<file path="src/design/adr_pkg.sv">
// Package for the divergence right-hand-side unit: data widths, raster limits,
// register indexes and the structs passed between the raster control and the datapath.
// No dependencies.
package adr_pkg;

  localparam int MAX_WIDTH  = 2048;
  localparam int MAX_HEIGHT = 2048;

  localparam int COL_W  = $clog2(MAX_WIDTH);
  localparam int ROW_W  = $clog2(MAX_HEIGHT);
  localparam int SIZE_W = 12;
  localparam int Q_W    = 20;
  localparam int T_W    = 13;
  localparam int CFG_IDX_W  = 4;
  localparam int CFG_DATA_W = 20;

  localparam logic [CFG_IDX_W-1:0] REG_IMAGE_WIDTH  = 4'd0;
  localparam logic [CFG_IDX_W-1:0] REG_IMAGE_HEIGHT = 4'd1;
  localparam logic [CFG_IDX_W-1:0] REG_RHO          = 4'd2;
  localparam logic [CFG_IDX_W-1:0] REG_INV_RHO      = 4'd3;

  typedef struct packed {
    logic [COL_W-1:0] col;
    logic             first_col;
    logic             first_row;
    logic             frame_end;
  } raster_pos_t;

  typedef struct packed {
    logic [Q_W-1:0] rho;
    logic [Q_W-1:0] inv_rho;
  } coeff_t;

endpackage

</file>
<file path="src/design/adr_raster_ctrl.sv">
// Configuration registers and raster column/row counters.
// Depends on adr_pkg for widths, register indexes and the position struct.
module adr_raster_ctrl (
  input  logic                          clk,
  input  logic                          rst_n,
  input  logic                          cfg_we,
  input  logic [adr_pkg::CFG_IDX_W-1:0]  cfg_index,
  input  logic [adr_pkg::CFG_DATA_W-1:0] cfg_wdata,
  input  logic                          advance,
  output adr_pkg::raster_pos_t          pos,
  output adr_pkg::coeff_t               coeff
);
  import adr_pkg::*;

  localparam int CNT_W = (COL_W + 1 > SIZE_W) ? COL_W + 1 : SIZE_W;
  localparam int RCNT_W = (ROW_W + 1 > SIZE_W) ? ROW_W + 1 : SIZE_W;

  logic [SIZE_W-1:0] width_r, height_r;
  logic [Q_W-1:0]    rho_r, inv_rho_r;
  logic [COL_W-1:0]  col_r, col_nxt;
  logic [ROW_W-1:0]  row_r, row_nxt;
  logic [CNT_W-1:0]  w_eff;
  logic [RCNT_W-1:0] h_eff;
  logic              last_col, last_row;

  always_ff @(posedge clk) begin
    if (!rst_n) begin
      width_r   <= SIZE_W'(MAX_WIDTH);
      height_r  <= SIZE_W'(MAX_HEIGHT);
      rho_r     <= Q_W'(4096);
      inv_rho_r <= Q_W'(4096);
    end else if (cfg_we) begin
      case (cfg_index)
        REG_IMAGE_WIDTH:  width_r   <= cfg_wdata[SIZE_W-1:0];
        REG_IMAGE_HEIGHT: height_r  <= cfg_wdata[SIZE_W-1:0];
        REG_RHO:          rho_r     <= cfg_wdata[Q_W-1:0];
        REG_INV_RHO:      inv_rho_r <= cfg_wdata[Q_W-1:0];
        default: begin
        end
      endcase
    end
  end

  // A size of zero acts as one, a size above the maximum acts as the maximum.
  always_comb begin
    if (width_r == '0) begin
      w_eff = CNT_W'(1);
    end else if (CNT_W'(width_r) > CNT_W'(MAX_WIDTH)) begin
      w_eff = CNT_W'(MAX_WIDTH);
    end else begin
      w_eff = CNT_W'(width_r);
    end
    if (height_r == '0) begin
      h_eff = RCNT_W'(1);
    end else if (RCNT_W'(height_r) > RCNT_W'(MAX_HEIGHT)) begin
      h_eff = RCNT_W'(MAX_HEIGHT);
    end else begin
      h_eff = RCNT_W'(height_r);
    end
  end

  // A counter at or past the end acts as the last position, so a size lowered
  // in mid-frame still wraps cleanly.
  assign last_col = CNT_W'(col_r) >= (w_eff - CNT_W'(1));
  assign last_row = RCNT_W'(row_r) >= (h_eff - RCNT_W'(1));

  always_comb begin
    col_nxt = col_r;
    row_nxt = row_r;
    if (advance) begin
      if (last_col) begin
        col_nxt = '0;
        row_nxt = last_row ? '0 : row_r + ROW_W'(1);
      end else begin
        col_nxt = col_r + COL_W'(1);
      end
    end
  end

  always_ff @(posedge clk) begin
    if (!rst_n) begin
      col_r <= '0;
      row_r <= '0;
    end else begin
      col_r <= col_nxt;
      row_r <= row_nxt;
    end
  end

  assign pos.col       = col_r;
  assign pos.first_col = (col_r == '0);
  assign pos.first_row = (row_r == '0);
  assign pos.frame_end = last_col && last_row;
  assign coeff.rho     = rho_r;
  assign coeff.inv_rho = inv_rho_r;

endmodule

</file>
<file path="config.mk">
export PLATFORM = sky130hd
export DESIGN_NAME = adr_raster_ctrl
export DESIGN_NICKNAME = d
export VERILOG_FILES = /design/src/design/adr_pkg.sv /design/src/design/adr_raster_ctrl.sv
export SDC_FILE = /design/constraint.sdc
export NUM_CORES = 1
export LEC_CHECK = 0
export BUFFER_PORTS_ARGS = -buffer_cell sky130_fd_sc_hd__buf_4
export CAP_MARGIN = 0
export CORE_AREA = 2 2 102 104
export CTS_BUF_LIST = sky130_fd_sc_hd__clkbuf_4 sky130_fd_sc_hd__clkbuf_8 sky130_fd_sc_hd__clkbuf_16
export DETAILED_ROUTE_END_ITERATION = 8
export DIE_AREA = 0 0 104 106
export GPL_ROUTABILITY_DRIVEN = 1
export GPL_TIMING_DRIVEN = 0
export PLACE_DENSITY_LB_ADDON = 0.25
export SYNTH_ARGS = -nofsm -noshare
export SYNTH_HDL_FRONTEND = slang
export SYNTH_SLANG_ARGS = --single-unit
</file>
<file path="constraint.sdc">
create_clock -name clk -period 5.01 [get_ports clk]
set_clock_uncertainty 0.1 [all_clocks]
set_input_delay 0.2505 -clock clk [delete_from_list [all_inputs] [get_ports clk]]
set_output_delay 0.2505 -clock clk [all_outputs]
set_load 0.02 [all_outputs]
</file>
* Yosys cells after proc, flatten, opt, wreduce, memory -nomap -nowiden
Index checks and enable logic that the tools add are counted.
Cells by class: add/subtract/negate cells 4, magnitude comparators 4, equality and inequality tests 3, mux-type cells 6, reduce and logical (&&, ||, !) cells 11
Operator list (number):
- $mux 12 | 4
- $ge 11x12->1 | 2
- $gt 12x12->1 const B | 2
- $logic_not 12->1 | 2
- $sub 12x1->12 const B | 2
- $add 11x1->11 const B | 2
- $logic_not 11->1 | 2
- $mux 11 | 2
- $reduce_and 2->1 | 5
- $eq 4x2->1 const B | 2
- $eq 4x1->1 const B | 1
- $logic_not 4->1 | 1
- $logic_and 1x1->1 | 1
Word-level totals: bits in registers 86, input bits 28, output and inout bits 54, word-level logic and storage cells 34

* Logic depth before layout (Yosys ltp)
Gate-level depths: netlist of the first run.
depth after elaboration 6, gate-level depth with buffers 19, depth with buffers taken out 17

* Worst setup path after synthesis of the first run
Ideal clock, no wire load.
path kind reg2reg, from register height_r[5], to register row_r[7], library setup time 0.084 ns, data arrival time 3.669 ns, required time 4.826 ns, path slack 1.157 ns, stages on the path, launching flop included 17, path buffers 1, period minus slack after synthesis 3.853 ns, cells stage by stage dfxtp_1 -> or3_1 -> or4_4 -> nor3_1 -> o21ai_0 -> ha_1 -> clkbuf_1 -> nand3_1 -> o21ai_0 -> a21o_1 -> ha_1 -> a21o_2 -> a211oi_1 -> o21ai_1 -> a211o_1 -> or2_1 -> o31ai_2
On the way: word-level cells in the longest chain between the ends 6, elaborated cells between the ends (all ways) 7, those cells by class add/sub: 1; order compare: 2; mux: 3; reduce/logical: 1
Ends and longest elaborated chain:
- start: declaration | RTL line adr_raster_ctrl.sv:18 | logic [SIZE_W-1:0] width_r, height_r;
- start signal: assignment | RTL line adr_raster_ctrl.sv:29 | height_r <= SIZE_W'(MAX_HEIGHT);
- start signal: assignment | RTL line adr_raster_ctrl.sv:35 | REG_IMAGE_HEIGHT: height_r <= cfg_wdata[SIZE_W-1:0];
- $gt 12x12->1 | RTL line adr_raster_ctrl.sv:55 | end else if (RCNT_W'(height_r) > RCNT_W'(MAX_HEIGHT)) begin
- $mux 12 | RTL line adr_raster_ctrl.sv:55
- $mux 12 * | RTL line adr_raster_ctrl.sv:53 | if (height_r == '0) begin
- $sub 12x1->12 * | RTL line adr_raster_ctrl.sv:65 | assign last_row = RCNT_W'(row_r) >= (h_eff - RCNT_W'(1));
- $ge 11x12->1 * | RTL line adr_raster_ctrl.sv:65
- $mux 11 * | RTL line adr_raster_ctrl.sv:73 | row_nxt = last_row ? '0 : row_r + ROW_W'(1);
- end signal: assignment | RTL line adr_raster_ctrl.sv:86 | row_r <= row_nxt;
- end: declaration | RTL line adr_raster_ctrl.sv:21 | logic [ROW_W-1:0] row_r, row_nxt;
Every way passes the cells marked *; elsewhere a longest branch is shown, timed or not. A chain may end at the register's enable or synchronous reset.

==> out/summary.txt, run 1 <==
I/O Pins - 82
Slowest-stage cell, CP - nor4_1
DRC errors left - 0
placed instance count - 775
most frequent cell after synthesis - nand2_1
Largest delay share family, worst path - simple AND/OR/NAND/NOR gates
Yosys warnings - 0
WP depth - 17
clock slew at reported path FFs - 0.09 ns
Critical Path Sink Type - output pin
tightest hold margin - 0.0392 ns
CTS sink count - 86
post-synthesis adder-cell area fraction - 8.00%
worst-margin pin slew - 0.589 ns
HP Class - input pin to flop
Post-synth EDFFs - 0
Die Ht - 106 µm
Layout Nets - 707
Fillers - 961
initial antenna violation count - 0
arrival time worst endpoint - 4.17 ns
number of diodes - 0
Synth area leaders - dfxtp_1, nand2_1, a21oi_1
worst setup path category - flop to output pin
cells after synthesis - 560
critical path fanouts, max - 8
xor and xnor fraction of the mapped netlist area - 3.20%
Final ANT Viol Nets - 0
largest net degree at the start of global routing - 16
largest family of logic cells by synthesized area - simple AND/OR/NAND/NOR gates
flops & latches, synth - 86
Leak - 2.26 nW
CP cell instances - nor4_1 > and2_1 > nor3b_1 > o21ai_0 > ha_1 > clkbuf_1 > and3_1 > and3_1 > o21ai_0 > o211ai_1 > ha_1 > a2111oi_0 > o21a_1 > o31ai_1 > nand2_1 > nor2_1 > buf_4
result of the run - complete, no violations
Post-DP HPWL - 8.22 mm
Fmax - 221 MHz
number of global-route vias before repair - 3,886
CTS buffer count - 9
Synth Area in Simple Gates - 27.8%
post-synth top area share - 39.3%
core area - 0.0100 mm²
share of layout cells above drive strength 1 - 17.1%
H-tree depth - 3
Setup WS post-layout - 0.486 ns
post-route clock period utilization - 90.3%
fraction of registers with async set or reset after synthesis - 0%
Syn Area/Cell - 7.82 µm²
Post-CTS Setup Bufs - 0
all-layer global routing usage - 19.8%
Worst slew margin - 60.4%
Slew Limit Fails - 0
Post-Layout Cell Count - 791
total grt overflow - 0
clk buf depth - 2
Netlist cell types - 50
P per Cell Area - 246 mW/mm²
total power - 1.32 mW
Yosys top cell by area - dfxtp_1
maxcap violations - 0
cell row count - 37
WP data required - 4.66 ns
Root Buffer - clkbuf_8
area grow syn2layout - 22.1%
Fin Setup TNS - 0 ns
peak supply drop - 0.200 mV
Synth Area in Compound Gates - 17.9%
Post-Route WL - 10.6 mm
WHS Path Cells - 3
Placement Setup Slack - 0.639 ns
DR WL/cell - 13.5 µm
Via Count - 4,168
initial core utilization - 43.8%
Final Hold Vio Count - 0
sequential fraction of the synthesis area - 39.3%
slowest cell delay on critical path - 0.57 ns
CTS Hold Bufs - 1
Synth Cell Area - 0.00438 mm²
syn_nets - 616
die area - 0.0110 mm²
drt first pass iters - 4
final setup fails - 0
first-pass GRT wire length - 18.1 mm
Placer Congestion - 0.867
CTS tree - yes
insertion delay to the later sink of the worst-skew pair - 0.36 ns
RSZ-0062 raised after global routing - false
Startpoint Class - flop
1st-iter DRT viols - 158
die width - 104 µm
Worst Reg-to-Reg Cells - 18
Via-to-Cell Ratio - 5.27
mux cell area share after synthesis - 0.486%
post-layout minimum cycle time - 4.52 ns
Synth Flop Type - dfxtp_1
number of I/O port buffers - 79
CP Buf/Inv Count - 2
synth cell count leaders - nand2_1, dfxtp_1, a21oi_1
# resized after CTS - 0
## flip-flops by register name, indices dropped and copies added (netlist names)
name / flops
rho_r: 20
inv_rho_r: 20
col_r: 11
row_r: 11
height_r: 12
width_r: 12
## through the flow
step | instance area [µm²] | util (%)
2_1_floorplan | 4380 | -
3_3_place_gp | 5140 | 51.4
3_5_place_dp | 5140 | 51.4
4_1_cts | 5350 | 53.5
5_1_grt | 5350 | 53.5
6_report | 5350 | 53.5
## tightest hold or removal path: cells and delay by family
kind,cells,cell delay (ns)
simple gates,1,0.05
compound gates,1,0.05
buf+inv,1,0.11
## worst paths after layout
check                              end  slack, ns                       from
min reg2reg  inv_rho_r[1]$_SDFFE_PN0P_       0.36  inv_rho_r[1]$_SDFFE_PN0P_
max                             pos[0]       0.49    width_r[3]$_SDFFE_PN0P_
max reg2reg     col_r[10]$_SDFFE_PN0P_       0.60    width_r[3]$_SDFFE_PN0P_
min             rho_r[17]$_SDFFE_PN0P_       0.04              cfg_wdata[17]
## placed cells by master, fill, tap and decap left out, types with 5 or more instances in the layout
| cell type | n |
|---|---|
| or3_1 | 5 |
| nand4_1 | 6 |
| o21ai_0 | 18 |
| nand2_1 | 146 |
| a21oi_1 | 75 |
| nor2b_1 | 7 |
| a21o_1 | 8 |
| nor4_1 | 7 |
| nand3_1 | 15 |
| dfxtp_1 | 86 |
| xnor2_1 | 6 |
| nor2_1 | 33 |
| buf_4 | 79 |
| inv_1 | 6 |
| and3_1 | 12 |
| clkbuf_1 | 22 |
| xor2_1 | 10 |
| ha_1 | 28 |
| o211ai_1 | 5 |
| clkbuf_8 | 9 |
| nor3_1 | 12 |
## routing by layer
layer	GRT usage, %	vias to the layer above	wire [µm]
li1	-	2130	-
met4	7.14	0	176
met3	5.03	14	643
met1	25.3	1925	4980
met2	32.7	99	4850
met5	0	-	0
## where the power goes
part | switching (mW) | total, mW | internal [mW]
Sequential | 0.00957 | 0.701 | 0.691
Combinational | 0.0745 | 0.127 | 0.0529
Clock | 0.256 | 0.487 | 0.231
Total | 0.340 | 1.32 | 0.975
## kinds of logic (layout without fill, tap and decap cells)
| group | after synthesis | in the layout |
|---|---|---|
| AND/OR/NAND/NOR | 262 | 262 |
| AO/OA/AOI/OAI | 131 | 131 |
| flip-flops | 86 | 86 |
| buffers and inverters | 35 | 130 |
| adder cells (fa/ha/maj) | 28 | 28 |
| XOR/XNOR | 16 | 16 |
| multiplexers | 2 | 2 |
## final cells by class
class / count / area [µm²] / area share [%]
multi-input combinational: 439 / 2510 / 47.0
sequential: 86 / 1720 / 32.2
timing repair buffer: 80 / 603 / 11.3
tap: 136 / 170 / 3.18
clock buffer: 9 / 124 / 2.32
buffer: 26 / 109 / 2.04
clock inverter: 6 / 70.1 / 1.31
inverter: 9 / 33.8 / 0.632
Power figures use the tool's default switching activity.
==> run 2, diff against run 1 <==
Settings changed: CELL_PAD_IN_SITES_DETAIL_PLACEMENT set to 0, CELL_PAD_IN_SITES_GLOBAL_PLACEMENT set to 2, CORE_AREA 2 2 102 104 to 2 2 117 119, DIE_AREA 0 0 104 106 to 0 0 119 121.
Clock period 5.01 ns to 5.75 ns, I/O delays scaled along.
==> out/summary.txt, run 2 (synthesized netlist as in run 1, its figures left out) <==
result of the run - complete, no violations
core area - 0.0131 mm²
H-tree depth - 3
die width - 119 µm
Post-DP HPWL - 8.90 mm
peak supply drop - 0.140 mV
worst setup path category - flop to output pin
I/O Pins - 82
Slowest-stage cell, CP - nor4_1
RSZ-0062 raised after global routing - false
total power - 1.42 mW
DR WL/cell - 14.3 µm
Via Count - 4,149
number of global-route vias before repair - 3,856
Placer Congestion - 0.779
cell row count - 42
Post-Route WL - 11.9 mm
HP Class - input pin to flop
Via-to-Cell Ratio - 4.99
arrival time worst endpoint - 4.13 ns
maxcap violations - 0
hold_sp - cfg_wdata[12]
biggest regs - inv_rho_r (20), rho_r (20)
Fillers - 1,347
CP cell instances - nor4_1 > and2_1 > nor3b_1 > o21ai_0 > ha_1 > clkbuf_1 > and3_1 > nor2b_1 > xnor2_1 > nand2_1 > o21ai_0 > ha_1 > a2111oi_0 > o21a_1 > o31ai_1 > nand2_1 > nor2_1 > buf_4
post-route clock period utilization - 78.6%
Critical Path Start - width_r[3]$_SDFFE_PN0P_
Final ANT Viol Nets - 0
area grow syn2layout - 26.6%
Post-CTS Setup Bufs - 0
Final Hold Vio Count - 0
post-layout minimum cycle time - 4.52 ns
initial core utilization - 33.5%
1st-iter DRT viols - 245
Critical Path Sink Type - output pin
Worst slew margin - 63.6%
# resized after CTS - 0
Crit Reg-Reg Startpoint - width_r[3]$_SDFFE_PN0P_
CTS Hold Bufs - 0
clk buf depth - 2
Root Buffer - clkbuf_16
share of layout cells above drive strength 1 - 17.3%
CTS sink count - 86
Largest delay share family, worst path - simple AND/OR/NAND/NOR gates
insertion delay to the later sink of the worst-skew pair - 0.36 ns
first-pass GRT wire length - 19.4 mm
Leak - 2.34 nW
drt first pass iters - 5
number of diodes - 0
CP Buf/Inv Count - 2
leading cell type in the layout, fill and taps excluded - nand2_1
CTS buffer count - 9
Die Ht - 121 µm
worst-margin pin slew - 0.541 ns
Layout Nets - 706
all-layer global routing usage - 16.9%
final setup fails - 0
die area - 0.0144 mm²
slowest cell delay on critical path - 0.54 ns
clock slew at reported path FFs - 0.07 ns
number of I/O port buffers - 79
largest net degree at the start of global routing - 17
Fin Setup TNS - 0 ns
Startpoint Class - flop
WP data required - 5.36 ns
critical path fanouts, max - 8
total grt overflow - 0
Slew Limit Fails - 0
DRC errors left - 0
Fmax - 221 MHz
tightest hold margin - 0.0559 ns
commonest cells after routing, fill and taps aside - nand2_1, dfxtp_1, buf_4, a21oi_1, nor2_1
CTS tree - yes
initial antenna violation count - 0
P per Cell Area - 256 mW/mm²
run 2: path summary, 6_finish.rpt:
check                               end  slack [ns]  cells after the start
min          inv_rho_r[12]$_SDFFE_PN1P_        0.06                      3
max                              pos[0]        1.23                     18
max reg2reg       col_r[6]$_SDFFE_PN0P_        1.35                     19
min reg2reg      rho_r[16]$_SDFFE_PN0P_        0.36                      2
run 2: stage by stage:
stage / utilization [%] / setup WS (ns) / instances / area [µm²]
floorplan: - / 1.90 / 560 / 4380
global placement: 39.7 / 1.32 / 815 / 5190
detailed placement: 39.7 / 1.33 / 815 / 5190
CTS: 42.4 / 1.17 / 831 / 5550
global route: 42.4 / 0.891 / 831 / 5550
finish: 42.4 / 1.23 / 831 / 5550
run 2: routing by layer:
layer / GRT usage (%) / wire (µm) / up-vias / share of wire, %
met5: 0 / 0 / - / 0
met4: 6.62 / 251 / 0 / 2.1
met3: 4.75 / 683 / 14 / 5.7
met2: 26.8 / 5320 / 102 / 45
met1: 21.8 / 5660 / 1910 / 48
li1: - / - / 2123 / -
run 2: final cells by class:
class / count / area (µm²) / area share (%)
repair buffers: 79 / 593 / 10.7
well taps: 176 / 220 / 3.97
plain buffers: 26 / 109 / 1.96
clock inverters: 7 / 128 / 2.30
inverters: 9 / 33.8 / 0.609
clock buffers: 9 / 225 / 4.06
flip-flops and latches: 86 / 1720 / 31.0
multi-input cells: 439 / 2510 / 45.4
run 2: worst reg2reg max path, cell delays in order (launching register included):
cell	delay (ns)
dfxtp_1	0.38
nor4_1	0.54
and2_1	0.23
nor3b_1	0.16
o21ai_0	0.14
ha_1	0.20
clkbuf_1	0.20
and3_1	0.24
nor2b_1	0.15
xnor2_1	0.13
nand2_1	0.07
o21ai_0	0.08
ha_1	0.21
a2111oi_0	0.39
o21a_1	0.20
o31ai_1	0.12
a31o_2	0.30
buf_2	0.18
buf_2	0.20
nor2_1	0.12
run 2: power by group:
| part | leakage (nW) | switching (mW) | internal [mW] | total [mW] |
|---|---|---|---|---|
| clock network | 0.173 | 0.267 | 0.432 | 0.699 |
| registers | 0.694 | 0.00883 | 0.603 | 0.612 |
| logic | 1.47 | 0.0657 | 0.0457 | 0.111 |
